<file path="src/rtl/core/wma_pkg.sv">
package wma_pkg;

  localparam int unsigned WINDOW    = 6;
  localparam int unsigned SLOT_W    = 3;
  localparam int unsigned WEIGHT_W  = 8;
  localparam int unsigned WSUM_W    = 11;
  localparam int unsigned CFG_IDX_W = 3;

  typedef logic [WEIGHT_W-1:0] weight_t;
  typedef logic [SLOT_W-1:0]   slot_t;

  localparam weight_t WEIGHT_RESET [WINDOW] = '{
    weight_t'(1), weight_t'(2), weight_t'(3),
    weight_t'(4), weight_t'(5), weight_t'(6)
  };

  localparam slot_t LAST_SLOT = slot_t'(WINDOW - 1);

  function automatic slot_t next_slot(input slot_t s);
    slot_t n;
    n = (s == LAST_SLOT) ? '0 : slot_t'(s + slot_t'(1));
    return n;
  endfunction

endpackage

</file>
<file path="src/rtl/core/wma_div.sv">
module wma_div #(
  parameter int unsigned DVD_W = 23
) (
  input  logic                       clk_i,
  input  logic                       rst_ni,
  input  logic                       start_i,
  input  logic [DVD_W-1:0]           dividend_i,
  input  logic [wma_pkg::WSUM_W-1:0] divisor_i,
  output logic                       done_o,
  output logic [DVD_W-1:0]           quotient_o
);
  import wma_pkg::*;

  localparam int unsigned CNT_W = $clog2(DVD_W + 1);

  logic              busy_q, busy_d;
  logic              done_q, done_d;
  logic [CNT_W-1:0]  cnt_q, cnt_d;
  logic [DVD_W-1:0]  dvd_q, dvd_d;
  logic [WSUM_W-1:0] rem_q, rem_d;
  logic [WSUM_W-1:0] dvs_q, dvs_d;
  logic [WSUM_W:0]   trial;
  logic [WSUM_W:0]   diff;
  logic              ge;
  logic              last;

  assign trial = {rem_q, dvd_q[DVD_W-1]};
  assign diff  = trial - {1'b0, dvs_q};
  assign ge    = (trial >= {1'b0, dvs_q});
  assign last  = (cnt_q == CNT_W'(DVD_W - 1));

  always_comb begin
    busy_d = busy_q;
    done_d = 1'b0;
    cnt_d  = cnt_q;
    dvd_d  = dvd_q;
    rem_d  = rem_q;
    dvs_d  = dvs_q;
    if (start_i && !busy_q) begin
      busy_d = 1'b1;
      cnt_d  = '0;
      dvd_d  = dividend_i;
      rem_d  = '0;
      dvs_d  = divisor_i;
    end else if (busy_q) begin
      rem_d = ge ? diff[WSUM_W-1:0] : trial[WSUM_W-1:0];
      dvd_d = {dvd_q[DVD_W-2:0], ge};
      cnt_d = cnt_q + CNT_W'(1);
      if (last) begin
        busy_d = 1'b0;
        done_d = 1'b1;
      end
    end
  end

  always_ff @(posedge clk_i or negedge rst_ni) begin
    if (!rst_ni) begin
      busy_q <= 1'b0;
      done_q <= 1'b0;
      cnt_q  <= '0;
    end else begin
      busy_q <= busy_d;
      done_q <= done_d;
      cnt_q  <= cnt_d;
    end
  end

  always_ff @(posedge clk_i) begin
    dvd_q <= dvd_d;
    rem_q <= rem_d;
    dvs_q <= dvs_d;
  end

  assign done_o     = done_q;
  assign quotient_o = dvd_q;

endmodule

</file>
<file path="src/rtl/core/weighted_moving_average_top.sv">
// Channel   Direction  Handshake                  Payload
// input     in         in_valid_i / in_stall_o    adc_value_i
// output    out        out_valid_o / out_stall_i  filtered_value_o, zero_weights_o
// config    in         cfg_we_i                   cfg_index_i, cfg_wdata_i
//
// A priming word only fills the ring; any other word passes through the
// accepting cycle, six multiply-accumulate steps, one check, SAMPLE_BITS + 11
// divider steps and then the result register into the output register; zero
// weights skip the divider. Reset clears the window, the ring pointers and
// the output valid, and loads the default weights. The input is stalled while
// a word is at work and while a finished result cannot enter the output register.
module weighted_moving_average_top #(
  parameter int unsigned SAMPLE_BITS = 12
) (
  input  logic                          clk_i,
  input  logic                          rst_ni,
  input  logic                          in_valid_i,
  output logic                          in_stall_o,
  input  logic [SAMPLE_BITS-1:0]        adc_value_i,
  output logic                          out_valid_o,
  input  logic                          out_stall_i,
  output logic [SAMPLE_BITS-1:0]        filtered_value_o,
  output logic                          zero_weights_o,
  input  logic                          cfg_we_i,
  input  logic [wma_pkg::CFG_IDX_W-1:0] cfg_index_i,
  input  logic [wma_pkg::WEIGHT_W-1:0]  cfg_wdata_i
);
  import wma_pkg::*;

  localparam int unsigned ACC_W  = SAMPLE_BITS + WEIGHT_W + 3;
  localparam int unsigned PROD_W = SAMPLE_BITS + WEIGHT_W;

  localparam logic [2:0] S_IDLE = 3'd0;
  localparam logic [2:0] S_MAC  = 3'd1;
  localparam logic [2:0] S_CHK  = 3'd2;
  localparam logic [2:0] S_DIV  = 3'd3;
  localparam logic [2:0] S_DONE = 3'd4;

  logic [2:0]             state_q, state_d;
  weight_t                weight_q [WINDOW];
  logic [SAMPLE_BITS-1:0] window_q [WINDOW];
  slot_t                  wr_slot_q, wr_slot_d;
  slot_t                  fill_q, fill_d;
  slot_t                  rd_slot_q, rd_slot_d;
  slot_t                  step_q, step_d;
  logic [ACC_W-1:0]       acc_q, acc_d;
  logic [WSUM_W-1:0]      wsum_q, wsum_d;
  logic [SAMPLE_BITS-1:0] res_q, res_d;
  logic                   zero_q, zero_d;
  logic                   out_valid_q, out_valid_d;
  logic [SAMPLE_BITS-1:0] out_value_q;
  logic                   out_zero_q;
  logic                   in_acc;
  logic                   out_load;
  logic                   div_start;
  logic                   div_done;
  logic [ACC_W-1:0]       quotient;
  weight_t                w_sel;
  logic [SAMPLE_BITS-1:0] s_sel;
  logic [PROD_W-1:0]      product;

  assign in_acc   = in_valid_i && (state_q == S_IDLE);
  assign w_sel    = weight_q[step_q];
  assign s_sel    = window_q[rd_slot_q];
  assign product  = PROD_W'(w_sel) * PROD_W'(s_sel);
  assign out_load = (state_q == S_DONE) && (!out_valid_q || !out_stall_i);

  always_comb begin
    state_d   = state_q;
    wr_slot_d = wr_slot_q;
    fill_d    = fill_q;
    rd_slot_d = rd_slot_q;
    step_d    = step_q;
    acc_d     = acc_q;
    wsum_d    = wsum_q;
    res_d     = res_q;
    zero_d    = zero_q;
    div_start = 1'b0;
    case (state_q)
      S_IDLE: begin
        if (in_acc) begin
          wr_slot_d = next_slot(wr_slot_q);
          if (fill_q != LAST_SLOT) begin
            fill_d = fill_q + slot_t'(1);
          end else begin
            rd_slot_d = next_slot(wr_slot_q);
            step_d    = '0;
            acc_d     = '0;
            wsum_d    = '0;
            state_d   = S_MAC;
          end
        end
      end
      S_MAC: begin
        acc_d     = acc_q + ACC_W'(product);
        wsum_d    = wsum_q + WSUM_W'(w_sel);
        rd_slot_d = next_slot(rd_slot_q);
        step_d    = step_q + slot_t'(1);
        if (step_q == LAST_SLOT) begin
          state_d = S_CHK;
        end
      end
      S_CHK: begin
        if (wsum_q == '0) begin
          res_d   = '0;
          zero_d  = 1'b1;
          state_d = S_DONE;
        end else begin
          zero_d    = 1'b0;
          div_start = 1'b1;
          state_d   = S_DIV;
        end
      end
      S_DIV: begin
        if (div_done) begin
          res_d   = quotient[SAMPLE_BITS-1:0];
          state_d = S_DONE;
        end
      end
      S_DONE: begin
        if (out_load) begin
          state_d = S_IDLE;
        end
      end
      default: begin
        state_d = S_IDLE;
      end
    endcase
  end

  always_comb begin
    out_valid_d = out_valid_q;
    if (out_valid_q && !out_stall_i) begin
      out_valid_d = 1'b0;
    end
    if (out_load) begin
      out_valid_d = 1'b1;
    end
  end

  wma_div #(
    .DVD_W(ACC_W)
  ) u_div (
    .clk_i      (clk_i),
    .rst_ni     (rst_ni),
    .start_i    (div_start),
    .dividend_i (acc_q),
    .divisor_i  (wsum_q),
    .done_o     (div_done),
    .quotient_o (quotient)
  );

  always_ff @(posedge clk_i or negedge rst_ni) begin
    if (!rst_ni) begin
      state_q     <= S_IDLE;
      wr_slot_q   <= '0;
      fill_q      <= '0;
      rd_slot_q   <= '0;
      step_q      <= '0;
      out_valid_q <= 1'b0;
      for (int i = 0; i < WINDOW; i++) begin
        weight_q[i] <= WEIGHT_RESET[i];
        window_q[i] <= '0;
      end
    end else begin
      state_q     <= state_d;
      wr_slot_q   <= wr_slot_d;
      fill_q      <= fill_d;
      rd_slot_q   <= rd_slot_d;
      step_q      <= step_d;
      out_valid_q <= out_valid_d;
      if (cfg_we_i && (cfg_index_i <= LAST_SLOT)) begin
        weight_q[cfg_index_i] <= cfg_wdata_i;
      end
      if (in_acc) begin
        window_q[wr_slot_q] <= adc_value_i;
      end
    end
  end

  always_ff @(posedge clk_i) begin
    acc_q  <= acc_d;
    wsum_q <= wsum_d;
    res_q  <= res_d;
    zero_q <= zero_d;
    if (out_load) begin
      out_value_q <= res_q;
      out_zero_q  <= zero_q;
    end
  end

  assign in_stall_o       = (state_q != S_IDLE);
  assign out_valid_o      = out_valid_q;
  assign filtered_value_o = out_value_q;
  assign zero_weights_o   = out_zero_q;

endmodule

</file>
<file path="config.mk">
export PLATFORM = sky130hd
export DESIGN_NAME = weighted_moving_average_top
export DESIGN_NICKNAME = d
export VERILOG_FILES = /design/src/rtl/core/wma_pkg.sv /design/src/rtl/core/wma_div.sv /design/src/rtl/core/weighted_moving_average_top.sv
export SDC_FILE = /design/constraint.sdc
export NUM_CORES = 1
export LEC_CHECK = 0
export BUFFER_PORTS_ARGS = -buffer_cell sky130_fd_sc_hd__buf_4
export CAP_MARGIN = 10
export CELL_PAD_IN_SITES_DETAIL_PLACEMENT = 0
export CELL_PAD_IN_SITES_GLOBAL_PLACEMENT = 2
export CORE_MARGIN = 3
export CORE_UTILIZATION = 44
export DETAILED_ROUTE_END_ITERATION = 12
export PLACE_DENSITY_LB_ADDON = 0.1
export SLEW_MARGIN = 20
export SYNTH_ARGS = -nofsm -noshare
export SYNTH_HDL_FRONTEND = slang
export SYNTH_HIERARCHICAL = 1
export SYNTH_SLANG_ARGS = --single-unit
export TNS_END_PERCENT = 20
</file>
<file path="constraint.sdc">
create_clock -name clk_i -period 7.7 [get_ports clk_i]
set_clock_uncertainty 0.2 [all_clocks]
set_input_delay 1.155 -clock clk_i [delete_from_list [all_inputs] [get_ports clk_i]]
set_output_delay 1.155 -clock clk_i [all_outputs]
set_load 0.1 [all_outputs]
</file>
# == Word-level counts from Yosys, hierarchy flattened ==
# Index checks and enable logic that the tools add are counted.
# word_totals
reg_bits,248
in_bits,28
output_inout_bits,15
# classes
add_sub_neg,8
multipliers,1
n_lt_le_gt_ge,8
n_eq_ne,15
n_mux,52
bitwise_logic,4
reduce_logical,23
# op_table
operator,n
$mux 23,4
$bwmux 72,1
$mux 12,5
$bwmux 48,1
$pmux 23 s2,1
$bmux 12 s3,1
$demux 12 s3,1
$mux 3,12
$mux 11,3
$bmux 8 s3,1
$demux 8 s3,1
$mux 8,3
$pmux 12 s2,1
$add 23x20->23,1
$pmux 11 s2,1
$mul 8x12->20,1
$ge 4x4->1 const B,4
$not 3->4,4
$pmux 3 s5,1
$add 3x1->3 const B,4
$eq 3x3->1 const B,4
$ge 12x11->1,1
$pmux 3 s2,2
$add 11x8->11,1
other kinds (22),52

# == Logic depth before layout (Yosys ltp) ==
# Gate-level depths: netlist (run 1).
# depth
depth_word,7
ltp_mapped,23
mapped_depth_nobuf,20

# == By module ==
# Netlist (run 1), hierarchy kept.
# by_module_without_submodules
module,n_inst,cells_per_inst,area_each_um2,seq_area_each_um2
weighted_moving_average_top,1,1107,12717.2,5216.3
wma_div,1,233,2728.9,1416.4

# == Least setup slack after synthesis (run 1) ==
# Ideal clock, no wire load.
# synth_timing
path_type,register to register
from,register step_q[0]
to,register acc_q[21] (data pin)
setup_ns,0.258
t_arrival_ns,5.085
required_time_ns,7.242
path_slack_ns,2.157
path_stages_with_launch,19
n_path_buf,2
period_less_slack_ns,5.543
cell_sequence,dfrtp_1 buf_4 mux4_2 a21oi_1 buf_2 nor2_1 fa_1 fa_1 fa_1 inv_1 fa_1 inv_1 ha_1 and2_4 a221oi_4 a31oi_4 o2111ai_1 nand3_1 nor3b_2
# synth_via
elab_chain_cells,7
# synth_lines
item,line_no,rtl
from (decl),weighted_moving_average_top.sv:45,"slot_t step_q, step_d;"
from (signal assigned),weighted_moving_average_top.sv:170,step_q <= step_d;
$not 3->4 (implied by the code),weighted_moving_average_top.sv:63,assign w_sel = weight_q[step_q];
$bmux 8 s3,weighted_moving_average_top.sv:63,
$mux 8 (implied by the code) (2 in series),weighted_moving_average_top.sv:63,
$mul 8x12->20,weighted_moving_average_top.sv:65,assign product = PROD_W'(w_sel) * PROD_W'(s_sel);
$add 23x20->23,weighted_moving_average_top.sv:95,acc_d = acc_q + ACC_W'(product);
$pmux 23 s2,weighted_moving_average_top.sv:79,case (state_q)
to (signal assigned),weighted_moving_average_top.sv:182,acc_q <= acc_d;
to (decl),weighted_moving_average_top.sv:46,"logic [ACC_W-1:0] acc_q, acc_d;"
# No other way between the ends. The select of a mux whose other input is x is not followed.
# A chain may end at the register's enable or synchronous reset.

# == Worst setup path after layout (run 1) ==
# Ends and elaborated chain as after synthesis.

==> results_dict.tcl, run 1 <==
set metrics [dict create \
    status "finished clean" \
    routabilityCongestion 0.825 \
    worst-endpoint-required_ns 7.76 \
    synth_compound_area_frac 0.0834 \
    start_util 0.454 \
    post_cts_buffers 0 \
    cts-htree-levels 1 \
    grt_pass1_vias 10100 \
    path_max_fanout 10 \
    fin_ws_ns 1.46 \
    min_path_type "reg -> reg" \
    crit_arrival_ns 6.30 \
    wl_mm 33.8 \
    clockRootBuffer "clkbuf_16" \
    ys_warn_count 6 \
    fin_crit_ns 6.24 \
    synth_mux_area_frac 0.150 \
    post_drt_wl_per_cell_um 18.2 \
    fin_nets 1560 \
    r2r_slack_ns 1.46 \
    vias_per_cell 5.25 \
    reg2reg_from "step_q[0]" \
    synthFlopType "dfrtp_1" \
    period_share 0.810 \
    io_pins 43 \
    critical_path_class "reg -> reg" \
    cp-end-kind "flop" \
    cts_resized 0 \
    ys_top_cells_by_count "176 x inv_1, 134 x dfrtp_1, 119 x nor2_1, 94 x edfxtp_1, 93 x mux2_2" \
    drc 0 \
    grt-ovfl-total 0 \
    worstRegToRegCells 18 \
    die_y_um 193 \
    yosysMostFrequentCell "inv_1" \
    fin_setup_tns_ns 0 \
    grt_pass1_wl_mm 55.8 \
    postRouteAntennaNets 0 \
    rows 67 \
    grt_usage 0.182 \
    clk_pin_slew_worst_paths_ns 0.07 \
    portBuffers 42 \
    antenna_found_initial 0 \
    synth.distinct_cells 84 \
    synthSimpleGateAreaFrac 0.105 \
    synthArstFlopShare 0.577 \
    maxSlewViolCount 0 \
    seq_area_frac_synth 0.429 \
    synth_xor_area_frac 0.0125 \
    wl_met1_mm 16.5 \
    slew-limit-headroom 0.351 \
    synth_fa_ha_area_frac 0.160 \
    drive_above_1_share 0.197 \
    synth-edff-count 94 \
    synth_top_family_by_area "adder cells" \
    crit_start "step_q[0]" \
    highest_layer "met4" \
    cts_buffer_depth 3 \
    synth_largest_area_cell "dfrtp_1" \
    drtIter0Drc 449 \
    synth_top_area_share 0.217 \
    cap_violations 0 \
    finalHoldViolCount 0 \
    ctsHoldBuffers 0 \
    wl_met3_um 930 \
    max_slew.worst_pin.slew_ns 0.972 \
    final_cell_area_sq_mm 0.0173 \
    antennaDiodeCount 0 \
    core-area_sq_mm 0.0340 \
    place_ws_ns 1.42 \
    final_util 0.507 \
    startpoint_type "flop" \
    dpl_cell_area_sq_mm 0.0162 \
    dieArea_sq_mm 0.0374 \
    syn_area_per_cell_sq_um 11.5 \
    r2r-end "acc_q[21]" \
    min_path_cells 0 \
    die_w_um 193 \
    layout-area-overhead-vs-synth_pct 11.7 \
    fmax_mhz 160 \
    syn-instance-count 1340 \
    synth_area_sq_mm 0.0154 \
    hold_end "filtered_value_o[3]" \
    met2WireLength_mm 15.5 \
    grt_max_degree 73 \
    hold_path_startpoint "res_q[3]" \
    rsz0062_at_grt "false" \
    clock_latency_ns 0.55 \
    cts_tree "yes" \
    place_hpwl_mm 24.9 \
    clock_sinks 248 \
    ys_ff_latch 248 \
    syn_nets 1518 \
    cts_made_buffers 28 \
    synth_top_cells_by_area "dfrtp_1 22%, edfxtp_1 18%, fa_1 10%, mux2_2 6.8%, ha_1 5.7%" \
    dr_total_vias 9720 \
    drtPass1Iterations 5 \
    finalSetupViolCount 0 \
]
-- worst max-delay path, stage by stage, from the launching register on --
cell and delay (ns):
dfrtp_1 0.67, mux4_2 0.59, a21oi_2 0.50, inv_2 0.19, nand2_1 0.13, fa_1 0.46, fa_1 0.55, inv_1 0.06
fa_1 0.52, inv_1 0.05, fa_1 0.53, inv_1 0.04, ha_1 0.33, and2_4 0.17, a221oi_4 0.28, a31oi_4 0.18
o2111ai_1 0.26, nand3_1 0.09, nor3b_2 0.15
-- metrics by stage --
stage / hold slack (ns) / instances
after global placement: 0.200 / 1800
after floorplan: 0.200 / 1340
after global routing: 0.222 / 1852
after CTS: 0.220 / 1852
after detailed placement: 0.206 / 1800
final: 0.217 / 1852
-- state kept, by name, indices dropped and copies added, names as in the netlist, 5 cells and up --
register and cells:
window_q 72, weight_q 48, acc_q 23, u_div/quotient_o 23, filtered_value_o 12, res_q 12
u_div/dvs_q 11, u_div/rem_q 11, wsum_q 11, u_div/cnt_q 5
-- cell usage in the layout, fill, tap and decap left out, types with 12 or more instances in the layout --
cell type    n
a21oi_1     42
and2_1      28
buf_4       54
clkbuf_16   28
dfrtp_1    134
edfxtp_1    94
fa_1        80
ha_1        70
inv_1      176
mux2_1      50
mux2_2      93
mux2i_1     25
mux4_2      20
nand2_1     76
nor2_1     117
nor2b_1     12
nor3_1      12
o21ai_0     35
xnor2_1     13
-- layout make-up --
class	instances	area, sq um
Fill cell	3136	16800
Multi-Input combinational cell	867	7900
Sequential cell	248	6630
Clock buffer	34	773
Inverter	182	683
Tap cell	448	561
Timing Repair Buffer	55	417
Clock inverter	18	283
-- routing by layer --
layer | vias up | global-route usage
li1 | 4691 | -
met1 | 4858 | 0.264
met2 | 131 | 0.296
met3 | 40 | 0.0188
met4 | 0 | 0.0434
met5 | - | 0
-- cell families after synthesis --
logic type / Yosys count
flops: 248
fa+ha+maj: 150
xor+xnor: 22
simple gates: 327
compound gates: 180
mux: 188
buf+inv: 225
-- worst max path at each step --
stage	end	slack, ns
2_1_floorplan	acc_q[21]	2.16
4_1_cts	acc_q[21]	1.38
5_1_grt	acc_q[21]	0.98
6_report	acc_q[21]	1.46
3_5_place_dp	acc_q[21]	1.42
3_3_place_gp	acc_q[21]	1.45
Power of run 1 is not shown: default switching activity piles up to over one toggle a cycle in this logic, so the estimate is an artifact.
==> inputs of run 2 (changes only) <==
Clock period 7.7 ns to 6.4 ns, I/O delays scaled along.
==> run 2 against run 1 <==
Sequential share of layout area increased by 0.18 points. Core utilization decreased by 0.24 points. Fmax increased by 3.5%. Non-clock buffer count increased by 6. Worst setup slack got worse by 1.1 ns. Highest routed layer unchanged.
==> results_dict.tcl, run 2 (synthesis results as in run 1) <==
set metrics [dict create \
    layout_commonest_cell "inv_1" \
    slowest_stage "fa_1" \
    cts_tree "yes" \
    cts_buffer_depth 3 \
    cts_resized 0 \
    clock_sinks 248 \
    multi_input_area_sq_mm 0.00790 \
    fmax_mhz 166 \
    whs_ns 0.0922 \
    core-area_sq_mm 0.0340 \
    clock_latency_ns 0.55 \
    rows 67 \
    fin_setup_tns_ns 0 \
    grt_max_degree 113 \
    max_stage_delay_ns 0.56 \
    cp_top_family "adder cells" \
    final_cell_area_sq_mm 0.0172 \
    crit_arrival_ns 6.09 \
    cts-htree-levels 1 \
    startpoint_type "flop" \
    antennaDiodeCount 0 \
    wl_mm 33.8 \
    worstPathBufferInverterCount 5 \
    critical_path_class "reg -> reg" \
    placed_cells_incl_taps 1805 \
    status "finished clean" \
    drtPass1Iterations 5 \
    grt-ovfl-total 0 \
    grt_pass1_wl_mm 55.9 \
    fin_cells 1857 \
    crit_chain "buf_12 -> mux4_2 -> a21oi_4 -> inv_1 -> nand2_1 -> fa_1 -> fa_1 -> inv_1 -> fa_1 -> inv_1 -> fa_1 -> inv_1 -> ha_1 -> and2_4 -> a221oi_4 -> a31oi_4 -> o2111ai_1 -> nand3_1 -> nor3b_2" \
    cts_made_buffers 28 \
    drtIter0Drc 512 \
    period_share 0.942 \
    slew-limit-headroom 0.362 \
    final_cell_mix "176 x inv_1, 134 x dfrtp_1, 117 x nor2_1" \
    fin_nets 1566 \
    start_util 0.454 \
    regMostFlops "window_q" \
    io_pins 43 \
    portBuffers 42 \
    cap_violations 0 \
    cp-end-kind "flop" \
    max_slew.worst_pin.slew_ns 0.955 \
    maxSlewViolCount 0 \
    finalSetupViolCount 0 \
    fillers 3113 \
    worst-endpoint-required_ns 6.46 \
    rsz0062_at_grt "false" \
    top_regs "window_q: 72 flops, weight_q: 48 flops" \
    grt_pass1_vias 10200 \
    path_max_fanout 20 \
    post_drt_wl_per_cell_um 18.2 \
    dr_total_vias 9738 \
    place_hpwl_mm 25.1 \
    ctsHoldBuffers 0 \
    seq_area_sq_mm 0.00663 \
    largest_reg_flops 72 \
    antenna_found_initial 0 \
    postRouteAntennaNets 0 \
    routabilityCongestion 0.817 \
    fin_crit_ns 6.03 \
    drive_above_1_share 0.197 \
    min_path_type "in -> async" \
    drc 0 \
    grt_usage 0.182 \
    die_y_um 193 \
    layout-area-overhead-vs-synth_pct 11.2 \
    clk_pin_slew_worst_paths_ns 0.06 \
    post_cts_buffers 0 \
    clockRootBuffer "clkbuf_16" \
    dpl_cell_area_sq_mm 0.0163 \
    finalHoldViolCount 0 \
    vias_per_cell 5.24 \
    dieArea_sq_mm 0.0374 \
    die_w_um 193 \
]
-- run 2: changes by cell type in the layout (fill, tap and decap cells not counted), sizes merged --
cell,previous run,this run
bufinv,7,0
buf,55,61
clkbuf,34,39
clkinv,11,14
inv,182,180
-- run 2: through the flow --
stage          worst slack (ns)  utilization
5_1_grt                  0.0176        0.505
6_report                  0.374        0.505
3_5_place_dp              0.391        0.478
3_3_place_gp              0.387        0.478
4_1_cts                   0.359        0.504
2_1_floorplan             0.857            -
-- run 2: routing by layer --
| layer | global-route usage | vias to the layer above | wire length [um] | share of wire |
|---|---|---|---|---|
| met5 | 0 | - | 0 | 0 |
| li1 | - | 4700 | - | - |
| met2 | 0.289 | 170 | 15300 | 0.45 |
| met3 | 0.0250 | 57 | 1300 | 0.038 |
| met4 | 0.0533 | 0 | 1060 | 0.031 |
| met1 | 0.263 | 4811 | 16200 | 0.48 |
-- run 2: worst paths after layout --
check	start	end	slack [ns]	depth (start not counted)
max in group asynchronous	rst_ni	u_div/cnt_q[1]	5.15	2
worst max register to register	step_q[0]	acc_q[21]	0.37	19
worst min-delay path	rst_ni	window_q[41]	0.09	1
worst max-delay path	step_q[0]	acc_q[21]	0.37	19
worst min register to register	zero_q	zero_weights_o	0.22	0
min in group clk_i	zero_q	zero_weights_o	0.22	0
-- run 2: cell type report --
cell class	count	area share
clock buffers	39	0.0474
clock inverters	12	0.00423
inverters	182	0.0398
multi-input cells	867	0.460
flip-flops and latches	248	0.386
well taps	448	0.0326
repair buffers	61	0.0295
-- run 2: worst reg2reg max path: cells and delay by family (launching register included) --
family / cells / cell delay [ns]
buffers and inverters: 5 / 0.56
muxes: 1 / 0.56
DFF: 1 / 0.37
and+or+nand+nor: 4 / 0.55
adders and majority gates: 5 / 2.41
AOI/OAI and AO/OA: 4 / 1.09
Power of run 2 is left out for the same reason.
==> inputs of run 3 (changes only) <==
--- a/config.mk
+++ b/config.mk
@@ -7,2 +7,3 @@
 export LEC_CHECK = 0
+export ABC_AREA = 0
 export BUFFER_PORTS_ARGS = -buffer_cell sky130_fd_sc_hd__buf_4
==> constraint.sdc (replaced) <==
create_clock -name clk_i -period 6.4 [get_ports clk_i]
set_clock_uncertainty 0.2 [all_clocks]
set_input_delay 0.32 -clock clk_i [delete_from_list [all_inputs] [get_ports clk_i]]
set_output_delay 0.32 -clock clk_i [all_outputs]
set_load 0.01 [all_outputs]
==> run 3 against run 2 <==
Via count is 0.47% higher. Register-to-register slack got worse by 0.02 ns. Worst hold slack got worse by 0.0062 ns.
==> results_dict.tcl, run 3 (synthesis results as in run 1) <==
set metrics [dict create \
    r2r_slack_ns 0.35 \
    period_share 0.945 \
    regMostFlops "window_q" \
    met3_usage 0.0292 \
    fmax_mhz 165 \
    crit_start "step_q[0]" \
    antenna_found_initial 0 \
    min_path_type "in -> reg" \
    top_regs "window_q: 72 flops, weight_q: 48 flops" \
    post_cts_buffers 0 \
    cp-end-kind "flop" \
    vias_per_cell 5.20 \
    finalHoldViolCount 0 \
    reg2reg_from "step_q[0]" \
    cts_tree "yes" \
    cap_violations 0 \
    io_pins 43 \
    crit_path_end "acc_q[21]" \
    finalSetupViolCount 0 \
    drive_above_1_share 0.195 \
    routabilityCongestion 0.818 \
    ctsHoldBuffers 23 \
    status "finished clean" \
    layout_commonest_cell "inv_1" \
    max_slew.worst_pin.slew_ns 0.958 \
    rsz0062_at_grt "false" \
    final_cell_area_sq_mm 0.0174 \
    dr_total_vias 9784 \
    grtUsageMet2 0.288 \
    r2r-end "acc_q[21]" \
    grt_pass1_vias 10200 \
    dpl_cell_area_sq_mm 0.0163 \
    largest_reg_flops 72 \
    drtPass1Iterations 5 \
    die_w_um 193 \
    fin_setup_tns_ns 0 \
    final_cell_mix "176 x inv_1, 134 x dfrtp_1, 117 x nor2_1" \
    drtIter0Drc 504 \
    startpoint_type "flop" \
    grt_pass1_wl_mm 56.1 \
    postRouteAntennaNets 0 \
    grt.busiest_layer "met2" \
    cts_made_buffers 29 \
    grt_max_degree 77 \
    rows 67 \
    cts-htree-levels 1 \
    antennaDiodeCount 0 \
    portBuffers 42 \
    start_util 0.454 \
    maxSlewViolCount 0 \
    cts_buffer_depth 3 \
    critical_path_class "reg -> reg" \
    core-area_sq_mm 0.0340 \
    clockRootBuffer "clkbuf_16" \
    layout-area-overhead-vs-synth_pct 12.8 \
    clk_pin_slew_worst_paths_ns 0.06 \
    drc 0 \
    grt_usage 0.183 \
    dieArea_sq_mm 0.0374 \
    hold_path_startpoint "cfg_index_i[1]" \
    grt-ovfl-total 0 \
    wl_mm 33.9 \
    cts_resized 0 \
    post_drt_wl_per_cell_um 18.0 \
    fin_crit_ns 6.05 \
    path_max_fanout 20 \
    die_y_um 193 \
    clock_latency_ns 0.55 \
    worstRegToRegCells 19 \
    grt_use_met1 0.263 \
    worst-endpoint-required_ns 6.47 \
    clock_sinks 248 \
    place_hpwl_mm 25.0 \
    fin_nets 1589 \
    crit_arrival_ns 6.12 \
    slew-limit-headroom 0.360 \
]
[run 3: layout make-up]
class	instances	area, sq um
multi-input cells	867	7900
repair buffers	83	709
flip-flops and latches	248	6630
fillers	3100	16600
well taps	448	561
clock buffers	39	793
clock inverters	15	141
inverters	182	683
[run 3: worst min-delay path by stage]
stage | slack (ns) | endpoint | cells after the start
after floorplan | -0.18 | fill_q[0] | 0
after global placement | 0.20 | window_q[59] | 1
after detailed placement | 0.20 | window_q[23] | 1
after CTS | 0.05 | weight_q[8] | 3
after global routing | 0.08 | weight_q[15] | 3
final | 0.09 | weight_q[9] | 3
[run 3: metal layers]
| layer | up-vias | wire [um] |
|---|---|---|
| met5 | - | 0 |
| met4 | 0 | 1030 |
| met3 | 57 | 1310 |
| met2 | 154 | 15200 |
| met1 | 4816 | 16400 |
| li1 | 4757 | - |
[run 3: metrics by stage]
| step | std cells | setup slack (ns) | hold WS [ns] | util |
|---|---|---|---|---|
| 3_3_place_gp | 1805 | 0.383 | 0.200 | 0.478 |
| 3_5_place_dp | 1805 | 0.349 | 0.204 | 0.478 |
| 6_report | 1882 | 0.353 | 0.0860 | 0.512 |
| 5_1_grt | 1882 | 0.0392 | 0.0806 | 0.512 |
| 2_1_floorplan | 1340 | 0.857 | -0.176 | - |
| 4_1_cts | 1882 | 0.308 | 0.0490 | 0.512 |
[run 3: critical path, stage by stage (launching register included)]
cell and delay [ns]:
dfrtp_1 0.37, buf_12 0.20, mux4_2 0.53, a21oi_2 0.48, inv_2 0.13, nand2_1 0.12
fa_1 0.46, fa_1 0.55, inv_1 0.06, fa_1 0.52, inv_1 0.05, fa_1 0.53
inv_1 0.04, ha_1 0.33, and2_4 0.17, a221oi_4 0.28, a31oi_4 0.18, o2111ai_1 0.28
nand3_1 0.10, nor3b_2 0.15
Power of run 3 is left out for the same reason.
